--- config.mk ---
export PLATFORM = sky130hd
export DESIGN_NAME = lgb_ctrl
export DESIGN_NICKNAME = d
export VERILOG_FILES = /design/src/lgb_pkg.sv /design/src/lgb_ctrl.sv
export SDC_FILE = /design/constraint.sdc
export NUM_CORES = 1
export LEC_CHECK = 0
export ABC_AREA = 1
export BUFFER_PORTS_ARGS = -buffer_cell sky130_fd_sc_hd__clkbuf_2
export CAP_MARGIN = 5
export CORE_MARGIN = 3
export CORE_UTILIZATION = 55
export CTS_CLUSTER_SIZE = 10
export DETAILED_ROUTE_END_ITERATION = 12
export PLACE_DENSITY = 0.76
export SLEW_MARGIN = 20
export SYNTH_ARGS = -nofsm -noshare
export SYNTH_HDL_FRONTEND = slang
export SYNTH_SLANG_ARGS = --single-unit
--- constraint.sdc ---
create_clock -name clock -period 1.6 [get_ports clock]
set_clock_uncertainty 0.1 [all_clocks]
set_input_delay 0.24 -clock clock [delete_from_list [all_inputs] [get_ports clock]]
set_output_delay 0.24 -clock clock [all_outputs]
set_load 0.005 [all_outputs]
--- src/lgb_pkg.sv ---
// Shared types and codes for the leapfrog gravity body update unit.
// Used by the controller, the datapath and the top level; no dependencies.
`timescale 1ns / 1ps

package lgb_pkg;

   typedef logic [2:0] opcode_type;

   localparam opcode_type OP_ATTRACT = 3'd0;
   localparam opcode_type OP_CLEAR   = 3'd1;
   localparam opcode_type OP_KICK    = 3'd2;
   localparam opcode_type OP_DRIFT   = 3'd3;
   localparam opcode_type OP_SHIFT   = 3'd4;
   localparam opcode_type OP_PLACE   = 3'd5;

   localparam logic [63:0] SMAX64 = 64'h7FFF_FFFF_FFFF_FFFF;
   localparam logic [63:0] SMIN64 = 64'h8000_0000_0000_0000;

   typedef enum logic [4:0] {
      ST_IDLE, ST_DISPATCH, ST_DIFF, ST_R2WAIT, ST_R2CHK, ST_SQWAIT, ST_PLACE,
      ST_DIVMU, ST_DMWAIT, ST_DIVS, ST_DSWAIT, ST_MULC, ST_MCWAIT, ST_DCWAIT,
      ST_MULV, ST_MVWAIT, ST_DONE
   } state_type;

   typedef enum logic [4:0] {
      DP_NOP, DP_LOAD, DP_DIFF, DP_R2ADD, DP_SQRT, DP_SETR, DP_PLACE, DP_DIVMU,
      DP_SETS, DP_DIVS, DP_SETS2, DP_MULC, DP_DIVC, DP_ADDACC, DP_MULV,
      DP_APPLYV, DP_CLEAR, DP_SHIFT, DP_RESULT
   } dp_op_type;

   typedef struct packed {
      dp_op_type  op;
      logic [1:0] axis;
   } cmd_type;

   typedef struct packed {
      logic       mul_done;
      logic       ds_done;
      logic       r2_zero;
      opcode_type opcode;
   } status_type;

endpackage

--- src/lgb_ctrl.sv ---
// Controller: sequences each operation as datapath commands, owns the handshakes.
// Depends on lgb_pkg.
`timescale 1ns / 1ps

module lgb_ctrl (
   input  logic                clock,
   input  logic                reset,
   input  logic                req_valid,
   output logic                req_stall,
   output logic                rsp_valid,
   input  logic                rsp_stall,
   input  lgb_pkg::status_type status,
   output lgb_pkg::cmd_type    cmd
);

   lgb_pkg::state_type state_ff, state_in;
   logic [1:0]         axis_ff, axis_in;
   logic               rsp_valid_ff, rsp_valid_in;
   logic               out_free;

   assign out_free = !rsp_valid_ff || !rsp_stall;

   always_comb begin
      state_in = state_ff;
      axis_in  = axis_ff;
      unique case (state_ff)
         lgb_pkg::ST_IDLE: if (req_valid) state_in = lgb_pkg::ST_DISPATCH;
         lgb_pkg::ST_DISPATCH: begin
            axis_in = 2'd0;
            case (status.opcode) inside
               lgb_pkg::OP_ATTRACT, lgb_pkg::OP_PLACE: state_in = lgb_pkg::ST_DIFF;
               lgb_pkg::OP_KICK, lgb_pkg::OP_DRIFT:    state_in = lgb_pkg::ST_MULV;
               default:                                state_in = lgb_pkg::ST_DONE;
            endcase
         end
         lgb_pkg::ST_DIFF: state_in = lgb_pkg::ST_R2WAIT;
         lgb_pkg::ST_R2WAIT: if (status.mul_done) begin
            if (axis_ff == 2'd2) begin
               state_in = lgb_pkg::ST_R2CHK;
            end else begin
               axis_in  = axis_ff + 2'd1;
               state_in = lgb_pkg::ST_DIFF;
            end
         end
         lgb_pkg::ST_R2CHK:
            if (status.opcode == lgb_pkg::OP_ATTRACT && status.r2_zero)
               state_in = lgb_pkg::ST_DONE;
            else
               state_in = lgb_pkg::ST_SQWAIT;
         lgb_pkg::ST_SQWAIT: if (status.ds_done)
            state_in = (status.opcode == lgb_pkg::OP_PLACE) ? lgb_pkg::ST_PLACE
                                                            : lgb_pkg::ST_DIVMU;
         lgb_pkg::ST_PLACE: state_in = lgb_pkg::ST_DONE;
         lgb_pkg::ST_DIVMU: state_in = lgb_pkg::ST_DMWAIT;
         lgb_pkg::ST_DMWAIT: if (status.ds_done) state_in = lgb_pkg::ST_DIVS;
         lgb_pkg::ST_DIVS: state_in = lgb_pkg::ST_DSWAIT;
         lgb_pkg::ST_DSWAIT: if (status.ds_done) begin
            axis_in  = 2'd0;
            state_in = lgb_pkg::ST_MULC;
         end
         lgb_pkg::ST_MULC: state_in = lgb_pkg::ST_MCWAIT;
         lgb_pkg::ST_MCWAIT: if (status.mul_done) state_in = lgb_pkg::ST_DCWAIT;
         lgb_pkg::ST_DCWAIT: if (status.ds_done) begin
            if (axis_ff == 2'd2) begin
               state_in = lgb_pkg::ST_DONE;
            end else begin
               axis_in  = axis_ff + 2'd1;
               state_in = lgb_pkg::ST_MULC;
            end
         end
         lgb_pkg::ST_MULV: state_in = lgb_pkg::ST_MVWAIT;
         lgb_pkg::ST_MVWAIT: if (status.mul_done) begin
            if (axis_ff == 2'd2) begin
               state_in = lgb_pkg::ST_DONE;
            end else begin
               axis_in  = axis_ff + 2'd1;
               state_in = lgb_pkg::ST_MULV;
            end
         end
         lgb_pkg::ST_DONE: if (out_free) state_in = lgb_pkg::ST_IDLE;
         default: state_in = lgb_pkg::ST_IDLE;
      endcase
   end

   always_comb begin
      cmd.op       = lgb_pkg::DP_NOP;
      cmd.axis     = axis_ff;
      rsp_valid_in = rsp_valid_ff && rsp_stall;
      unique case (state_ff)
         lgb_pkg::ST_IDLE:   if (req_valid) cmd.op = lgb_pkg::DP_LOAD;
         lgb_pkg::ST_DISPATCH:
            case (status.opcode)
               lgb_pkg::OP_CLEAR: cmd.op = lgb_pkg::DP_CLEAR;
               lgb_pkg::OP_SHIFT: cmd.op = lgb_pkg::DP_SHIFT;
               default:           cmd.op = lgb_pkg::DP_NOP;
            endcase
         lgb_pkg::ST_DIFF:   cmd.op = lgb_pkg::DP_DIFF;
         lgb_pkg::ST_R2WAIT: if (status.mul_done) cmd.op = lgb_pkg::DP_R2ADD;
         lgb_pkg::ST_R2CHK:
            if (!(status.opcode == lgb_pkg::OP_ATTRACT && status.r2_zero))
               cmd.op = lgb_pkg::DP_SQRT;
         lgb_pkg::ST_SQWAIT: if (status.ds_done) cmd.op = lgb_pkg::DP_SETR;
         lgb_pkg::ST_PLACE:  cmd.op = lgb_pkg::DP_PLACE;
         lgb_pkg::ST_DIVMU:  cmd.op = lgb_pkg::DP_DIVMU;
         lgb_pkg::ST_DMWAIT: if (status.ds_done) cmd.op = lgb_pkg::DP_SETS;
         lgb_pkg::ST_DIVS:   cmd.op = lgb_pkg::DP_DIVS;
         lgb_pkg::ST_DSWAIT: if (status.ds_done) cmd.op = lgb_pkg::DP_SETS2;
         lgb_pkg::ST_MULC:   cmd.op = lgb_pkg::DP_MULC;
         lgb_pkg::ST_MCWAIT: if (status.mul_done) cmd.op = lgb_pkg::DP_DIVC;
         lgb_pkg::ST_DCWAIT: if (status.ds_done) cmd.op = lgb_pkg::DP_ADDACC;
         lgb_pkg::ST_MULV:   cmd.op = lgb_pkg::DP_MULV;
         lgb_pkg::ST_MVWAIT: if (status.mul_done) cmd.op = lgb_pkg::DP_APPLYV;
         lgb_pkg::ST_DONE: if (out_free) begin
            cmd.op       = lgb_pkg::DP_RESULT;
            rsp_valid_in = 1'b1;
         end
         default: cmd.op = lgb_pkg::DP_NOP;
      endcase
   end

   always_ff @(posedge clock) begin
      if (reset) begin
         state_ff     <= lgb_pkg::ST_IDLE;
         axis_ff      <= 2'd0;
         rsp_valid_ff <= 1'b0;
      end else begin
         state_ff     <= state_in;
         axis_ff      <= axis_in;
         rsp_valid_ff <= rsp_valid_in;
      end
   end

   assign req_stall = (state_ff != lgb_pkg::ST_IDLE);
   assign rsp_valid = rsp_valid_ff;

`ifndef SYNTH
   a_accept_dispatch: assert property (@(posedge clock) disable iff (reset)
      (req_valid && !req_stall) |=> (state_ff == lgb_pkg::ST_DISPATCH))
      else $error("accepted word not dispatched");
   a_axis_range: assert property (@(posedge clock) disable iff (reset)
      axis_ff != 2'd3)
      else $error("axis counter out of range");
   a_idle_units_quiet: assert property (@(posedge clock) disable iff (reset)
      (state_ff == lgb_pkg::ST_IDLE) |-> (!status.mul_done && !status.ds_done))
      else $error("arithmetic unit finished while idle");
   a_done_holds: assert property (@(posedge clock) disable iff (reset)
      (state_ff == lgb_pkg::ST_DONE && rsp_valid_ff && rsp_stall)
      |=> (state_ff == lgb_pkg::ST_DONE))
      else $error("result overwrote a stalled word");
`endif

endmodule
==> qor.txt, run 1 <==
Run status: aborted with a tool error
Fail Step: global routing
Tool Error: [ERROR GRT-0116] Global routing finished with congestion. Check the congestion regions in the DRC Viewer.
CTS HTree Levels: 1
Top cells by area, synth: nand2_1 17%, dfxtp_1 15%, nor2_1 10%
Initial Util: 59.5%
Synth Area per Inst: 5.55 µm²
XOR/XNOR Fraction of Synth Area: 0%
Largest family of logic cells by synthesized area: simple AND/OR/NAND/NOR gates
Detailed placement HPWL: 2.94 mm
Grt total ovfl: 11
Seq/Total Area, Yosys: 15.4%
Synth cell types: 27
Simple-gate portion of the synthesized area: 59.2%
Mapped Area: 1040 µm²
Vias in the first global route: 2,179
Compound-Gate Fraction of Synth Area: 11.6%
Multiplexer share of the synthesized area: 0%
Global-route wire length before repair: 11.5 mm
CTS sink count: 8
Die X: 49.5 µm
Gp weighted congestion: 1.01
CTS Hold Bufs: 0
Total track usage: 63.3%
Chip height: 49.5 µm
Seq cells post-synth: 8
Number of buffers created by CTS: 3
Synth Area in Adders: 1.20%
Ys Warns: 0
Root Driver: clkbuf_4
CTS Buffer Depth: 2
Largest net degree at the start of global routing: 9
Syn nets: 198
Synth top area share: 16.6%
Biggest area consumer among synthesized cells: nand2_1
Rows: 15
Ports: 19
Synthesized instance count: 187
Port Buffers: 18
metal layers:
layer / overflow / track usage (%)
met1: 0 / 58.9
met5: 0 / 2.38
met2: 5 / 85.3
met3: 0 / 42.6
met4: 6 / 72.4
synth_stat cells:
cell type / instances
a211oi_1: 1
a21oi_1: 4
a22oi_1: 1
a31oi_1: 1
buf_4: 1
buf_6: 1
dfxtp_1: 8
ha_1: 1
inv_1: 25
inv_2: 5
nand2_1: 46
nand2_2: 7
nand3_1: 18
nand3_2: 3
nand3_4: 1
nand4_1: 9
nor2_1: 29
nor2_2: 8
nor2_4: 3
nor3_1: 1
nor4_1: 1
o2111ai_1: 1
o21a_1: 1
o21ai_0: 8
o21ai_2: 1
o21bai_1: 1
o22ai_1: 1
logic make-up after synthesis:
| family | Yosys count |
|---|---|
| AOI/OAI and AO/OA | 20 |
| adders and majority gates | 1 |
| buffers and inverters | 32 |
| DFF | 8 |
| and+or+nand+nor | 126 |
through the flow:
step,util (%),instances,area (µm²),TNS [ns],setup slack [ns]
4_1_cts,96.1,278,1680,-1.03,-0.201
3_5_place_dp,80.0,262,1400,-1.11,-0.202
3_3_place_gp,80.0,262,1400,-0.621,-0.122
2_1_floorplan,-,187,1040,0,0.134
repair_timing:
action,CTS
setup buffers,12
pin swaps,15
cloned,1
resized for setup,50
endpoints found under the setup margin,13
==> inputs of run 2 (changes only) <==
Settings changed: CORE_AREA set to 3 3 64 66, CORE_MARGIN 3 to unset, CORE_UTILIZATION 55 to unset, CTS_CLUSTER_SIZE 10 to unset, DIE_AREA set to 0 0 67 69, PLACE_DENSITY 0.76 to unset, PLACE_DENSITY_LB_ADDON set to 0.15.
==> run 2 against run 1 <==
  * The flow now finishes, with violations (setup timing)
  * Synthesized area unchanged
  * Synthesized cell count unchanged
==> qor.txt, run 2 <==
Max Slew Vio Count: 0
Largest family of logic cells by synthesized area: simple AND/OR/NAND/NOR gates
Core area: 3630 µm²
Max-cap violations: 0
Global-route wire length before repair: 6.00 mm
Compound-Gate Fraction of Synth Area: 11.6%
Slowest stage cell, crit path: dfxtp_4
Sw frac: 48.8%
Internal cell power: 1250 µW
Top cells by area, synth: nand2_1 17%, dfxtp_1 15%, nor2_1 10%
Post-Layout Cell Count: 299
Seq cells post-synth: 8
Tmin final: 1.82 ns
Root Driver: clkbuf_8
Most frequent cell after synthesis: nand2_1
Total track usage: 16.8%
Detailed Route Iter0 Violations: 71
Simple-gate portion of the synthesized area: 59.2%
Initial Util: 28.6%
Syn nets: 198
Biggest area consumer among synthesized cells: nand2_1
Commonest non-fill, non-tap cells in the layout: 38 x buf_4, 31 x nand2_1, 26 x nor2_1
P&R area growth vs syn: 74.0%
Combinational share of power: 74.8%
Port Buffers: 18
CP required: 1.26 ns
Number of buffers created by CTS: 3
Max VDD drop: 0.000831 V
Worst Hold Class: in2reg
DR WL/cell: 13.4 µm
Synth Area per Inst: 5.55 µm²
CP Depth: 8
Synth top area share: 16.6%
Largest net degree at the start of global routing: 11
Crit-path cells: inv_4, nand3_2, inv_2, nand2_1, o22ai_2, nor2_1, o2111ai_2, buf_2
CTS tree: built
CP max stage delay: 0.35 ns
Crit path buf inv count: 3
Total wire length: 4.01 mm
Final period util: 114%
CTS HTree Levels: 1
Clock Latency Late Sink: 0.22 ns
Fin area: 1810 µm²
Worst path arrival time: 1.48 ns
Top delay family on crit path: simple AND/OR/NAND/NOR gates
RSZ-0062 raised after global routing: true
Synth cell types: 27
Flop pwr share: 15.5%
Max reg flops: 5
Worst slew pin tran: 0.405 ns
Crit-path max FO: 5
CTS Buffer Depth: 2
Mapped Area: 1040 µm²
Detailed placement HPWL: 3.02 mm
Ports: 19
Final setup fails: 10
Multiplexer share of the synthesized area: 0%
DRC Markers: 0
CTS clk-pin slew, worst paths: 0.04 ns
Post-DR vias/cell: 4.84
Run status: finished, violations left
DP Area: 1430 µm²
Inst Count DP: 285
CTS Hold Bufs: 0
Die area: 4620 µm²
Gp weighted congestion: 0.896
Worst rel slew slack: 72.7%
Chip height: 69 µm
Vias: 1,448
Antenna Nets Post-Route: 0
Share of post-route cells with drive strength above 1: 54.6%
Clock share of power: 9.7%
Min Hold Slack: 0.166 ns
Crit. End Element: output pin
PwrDens: 1350 nW/µm²
Antenna cells: 0
Largest reg by FF count: state_ff
R2R depth: 11
Grt total ovfl: 0
Psw: 1190 µW
Synthesized instance count: 187
Fin. Hold Viols: 0
CTS sink count: 8
Total negative setup slack: -0.956 ns
Rows: 22
Most common cell after layout, fill and taps aside: buf_4
WS Path Type: reg2out
CP Launch Type: flip-flop
Seq/Total Area, Yosys: 15.4%
Hold depth: 3
P_leak: 0.000949 µW
XOR/XNOR Fraction of Synth Area: 0%
Post-synth EDFFs: 0
FMAX: 548 MHz
Top_reg_cell synth: dfxtp_1
Synth async-reset ratio: 0%
Synth Area in Adders: 1.20%
Initial antenna violation count: 0
Final nets: 264
Violated checks: setup timing
TritonRoute pass-1 iters: 4
List of most frequent post-synthesis cells: 46 x nand2_1, 29 x nor2_1, 25 x inv_1, 18 x nand3_1, 9 x nand4_1
Die X: 67 µm
Ys Warns: 0
Crit path setup slack, layout: -0.225 ns
Vias in the first global route: 1,312
## run 2: cell counts after synthesis
No cell type changed its count.
## run 2: area by class of cell
class	instances	area (µm²)
clock buffers	3	41.3
well taps	48	60.1
multi-input cells	148	968
flip-flops and latches	8	174
repair buffers	62	443
fillers	373	1830
inverters	30	120
## run 2: repair_timing
action	4_1_cts	5_1_grt
gates resized for setup	34	42
endpoints found under the setup margin	12	12
endpoints found under the hold margin	0	0
buffers inserted	8	2
gates cloned	0	1
pin swaps	3	11
## run 2: path summary, 6_finish.rpt
| kind | from | endpoint | slack [ns] |
|---|---|---|---|
| setup / recovery | state_ff[4] | cmd[2] | -0.22 |
| hold / removal | reset | state_ff[4] | 0.17 |
| setup reg to reg | state_ff[4] | state_ff[1] | -0.02 |
| hold reg to reg | axis_ff[1] | axis_ff[1] | 0.41 |
## run 2: per-stage QoR
step | worst slack [ns] | power, µW | util [%]
floorplan | 0.134 | 1180 | -
global placement | -0.185 | 1810 | 39.2
detailed placement | -0.114 | 1800 | 39.2
CTS | -0.170 | 2240 | 44.5
global route | -0.304 | 2660 | 49.7
finish | -0.225 | 2450 | 49.7
## run 2: kinds of logic (layout without fill, tap and decap cells)
group | count (synthesis) | after routing
AOI/OAI and AO/OA | 20 | 20
buffers and inverters | 32 | 95
and+or+nand+nor | 126 | 127
adders and majority gates | 1 | 1
DFF | 8 | 8
## run 2: metal layers
layer	track usage [%]	part of all wire, %
met2	27.3	50
met4	6.98	2.4
met5	0	0
met1	22.3	44
met3	1.14	3.5
## run 2: power groups by stage
stage               logic (µW)  registers, µW  clock network, µW
floorplan                  848            330                  0
global placement          1480            337                  0
detailed placement        1460            340                  0
CTS                       1630            368                246
global route              2000            396                260
finish                    1830            379                238
## run 2: worst register-to-register path, stage by stage, from the launching register on
cell and delay [ns]:
dfxtp_4 0.35, buf_6 0.12, nor2_4 0.12, nand3_2 0.11, buf_6 0.14, buf_6 0.12, nand3_4 0.08, nand2_4 0.08
nand3_4 0.14, nand2_1 0.06, nand2_1 0.05, nor2_1 0.04
No activity file was read; power rests on OpenSTA's default activity.
==> inputs of run 3 (changes only) <==
Settings changed: SKIP_CTS_REPAIR_TIMING set to 1.
==> run 3 against run 2 <==
  * The flow still finishes with violations (setup timing)
  * Sequential cell count unchanged
  * Critical path depth down 1
  * Cell count down 1.0%
  * Cell area down 1.3%
  * Sequential power about the same
  * Via count down 0.48%
  * First-iteration DRC count up 27%
  * Combinational power about the same
  * Die area unchanged
  * Hold slack about the same
  * Critical path type unchanged
  * Largest power group unchanged
==> qor.txt, run 3 (synthesized netlist as in run 2, its figures left out) <==
Run status: finished, violations left
Violated checks: setup timing
Post-Layout Cell Count: 296
Worst rel slew slack: 70.6%
Worst Hold Class: in2reg
Inst Count DP: 285
Tmin final: 1.82 ns
Vias in the first global route: 1,249
Largest net degree at the start of global routing: 11
FMAX: 550 MHz
Most common cell after layout, fill and taps aside: buf_4
Global-route wire length before repair: 5.70 mm
Core area: 3630 µm²
Die X: 67 µm
Util after Layout: 49.1%
Chip height: 69 µm
Share of post-route cells with drive strength above 1: 56.5%
TritonRoute pass-1 iters: 4
Worst slew pin tran: 0.436 ns
Final period util: 114%
Crit-path cells: buf_6, nor2_4, nand2_2, o22ai_2, nor2_1, nand4_1, buf_2
CTS clk-pin slew, worst paths: 0.04 ns
Crit-path max FO: 6
Crit. End Element: output pin
Crit path setup slack, layout: -0.220 ns
Detailed placement HPWL: 3.02 mm
Initial antenna violation count: 0
CP Launch Type: flip-flop
Final nets: 261
Max-cap violations: 0
CTS sink count: 8
RSZ-0062 raised after global routing: true
Ports: 19
DP Area: 1430 µm²
Initial Util: 28.6%
CTS Buffer Depth: 2
Max reg flops: 5
Number of buffers created by CTS: 3
WS Path Type: reg2out
Gp weighted congestion: 0.896
Slowest stage cell, crit path: dfxtp_4
Port Buffers: 18
Crit path buf inv count: 2
CP max stage delay: 0.37 ns
CP required: 1.26 ns
Root Driver: clkbuf_8
Clock Latency Late Sink: 0.23 ns
Max VDD drop: 0.000816 V
Largest reg by FF count: state_ff
DR WL/cell: 13.6 µm
Total track usage: 16.0%
Antenna Nets Post-Route: 0
Antenna cells: 0
Final setup fails: 8
PwrDens: 1370 nW/µm²
CTS tree: built
Grt total ovfl: 0
Max Slew Vio Count: 0
CTS HTree Levels: 1
Total wire length: 4.02 mm
Top delay family on crit path: simple AND/OR/NAND/NOR gates
Detailed Route Iter0 Violations: 90
Rows: 22
P&R area growth vs syn: 71.7%
Commonest non-fill, non-tap cells in the layout: 36 x buf_4, 30 x nand2_1, 21 x inv_1
Vias: 1,441
P_leak: 0.000915 µW
Die area: 4620 µm²
Post-DR vias/cell: 4.87
DRC Markers: 0
Fin. Hold Viols: 0
Fin area: 1780 µm²
Worst path arrival time: 1.48 ns
[run 3: changes by cell type in the layout (fill, tap and decap cells not counted), moves of 2 or more]
cell	change
nor2_1	-8
nor2_2	+5
inv_4	-3
nor2_4	+3
buf_2	+2
buf_4	-2
clkbuf_2	-2
nand2_2	+2
nand3_1	+2
o21ai_0	-2
o21ai_2	+2
[run 3: cell type report]
class                           count  area, µm²
Clock buffer                        3       41.3
Fill cell                         366       1850
Inverter                           30        118
Multi-Input combinational cell    148        976
Sequential cell                     8        171
Tap cell                           48       60.1
Timing Repair Buffer               59        417
[run 3: worst paths after layout]
kind	startpoint	end	slack [ns]	depth (start not counted)
worst max register to register	state_ff[4]	state_ff[1]	-0.06	12
worst min-delay path	reset	state_ff[4]	0.17	3
worst max-delay path	state_ff[1]	cmd[4]	-0.22	7
worst min register to register	axis_ff[1]	axis_ff[1]	0.41	2
[run 3: layer usage]
layer	global-route usage (%)	vias up	part of all wire, %	wire length, µm
met5	0	-	0	0
met4	6.98	0	3.1	125
met3	0.977	13	4.6	185
met2	25.1	46	48	1950
met1	22.0	648	44	1760
li1	-	734	-	-
[run 3: worst min-delay path, stage by stage]
cell      delay (ns)
clkbuf_2        0.08
o21bai_1        0.09
nor2_1          0.04
[run 3: power breakdown]
group	internal, µW	switching (µW)	total, µW
Clock	163	76.4	239
Sequential	281	102	382
Combinational	799	1020	1820
Total	1240	1200	2440
[run 3: metrics by stage]
step	total power [µW]	hold WS (ns)	setup slack [ns]	TNS, ns
3_5_place_dp	1800	0.406	-0.114	-0.634
6_report	2440	0.166	-0.220	-1.08
2_1_floorplan	1180	0.303	0.134	0
3_3_place_gp	1810	0.402	-0.185	-0.783
5_1_grt	2640	0.204	-0.304	-2.01
4_1_cts	2050	0.175	-0.372	-1.95
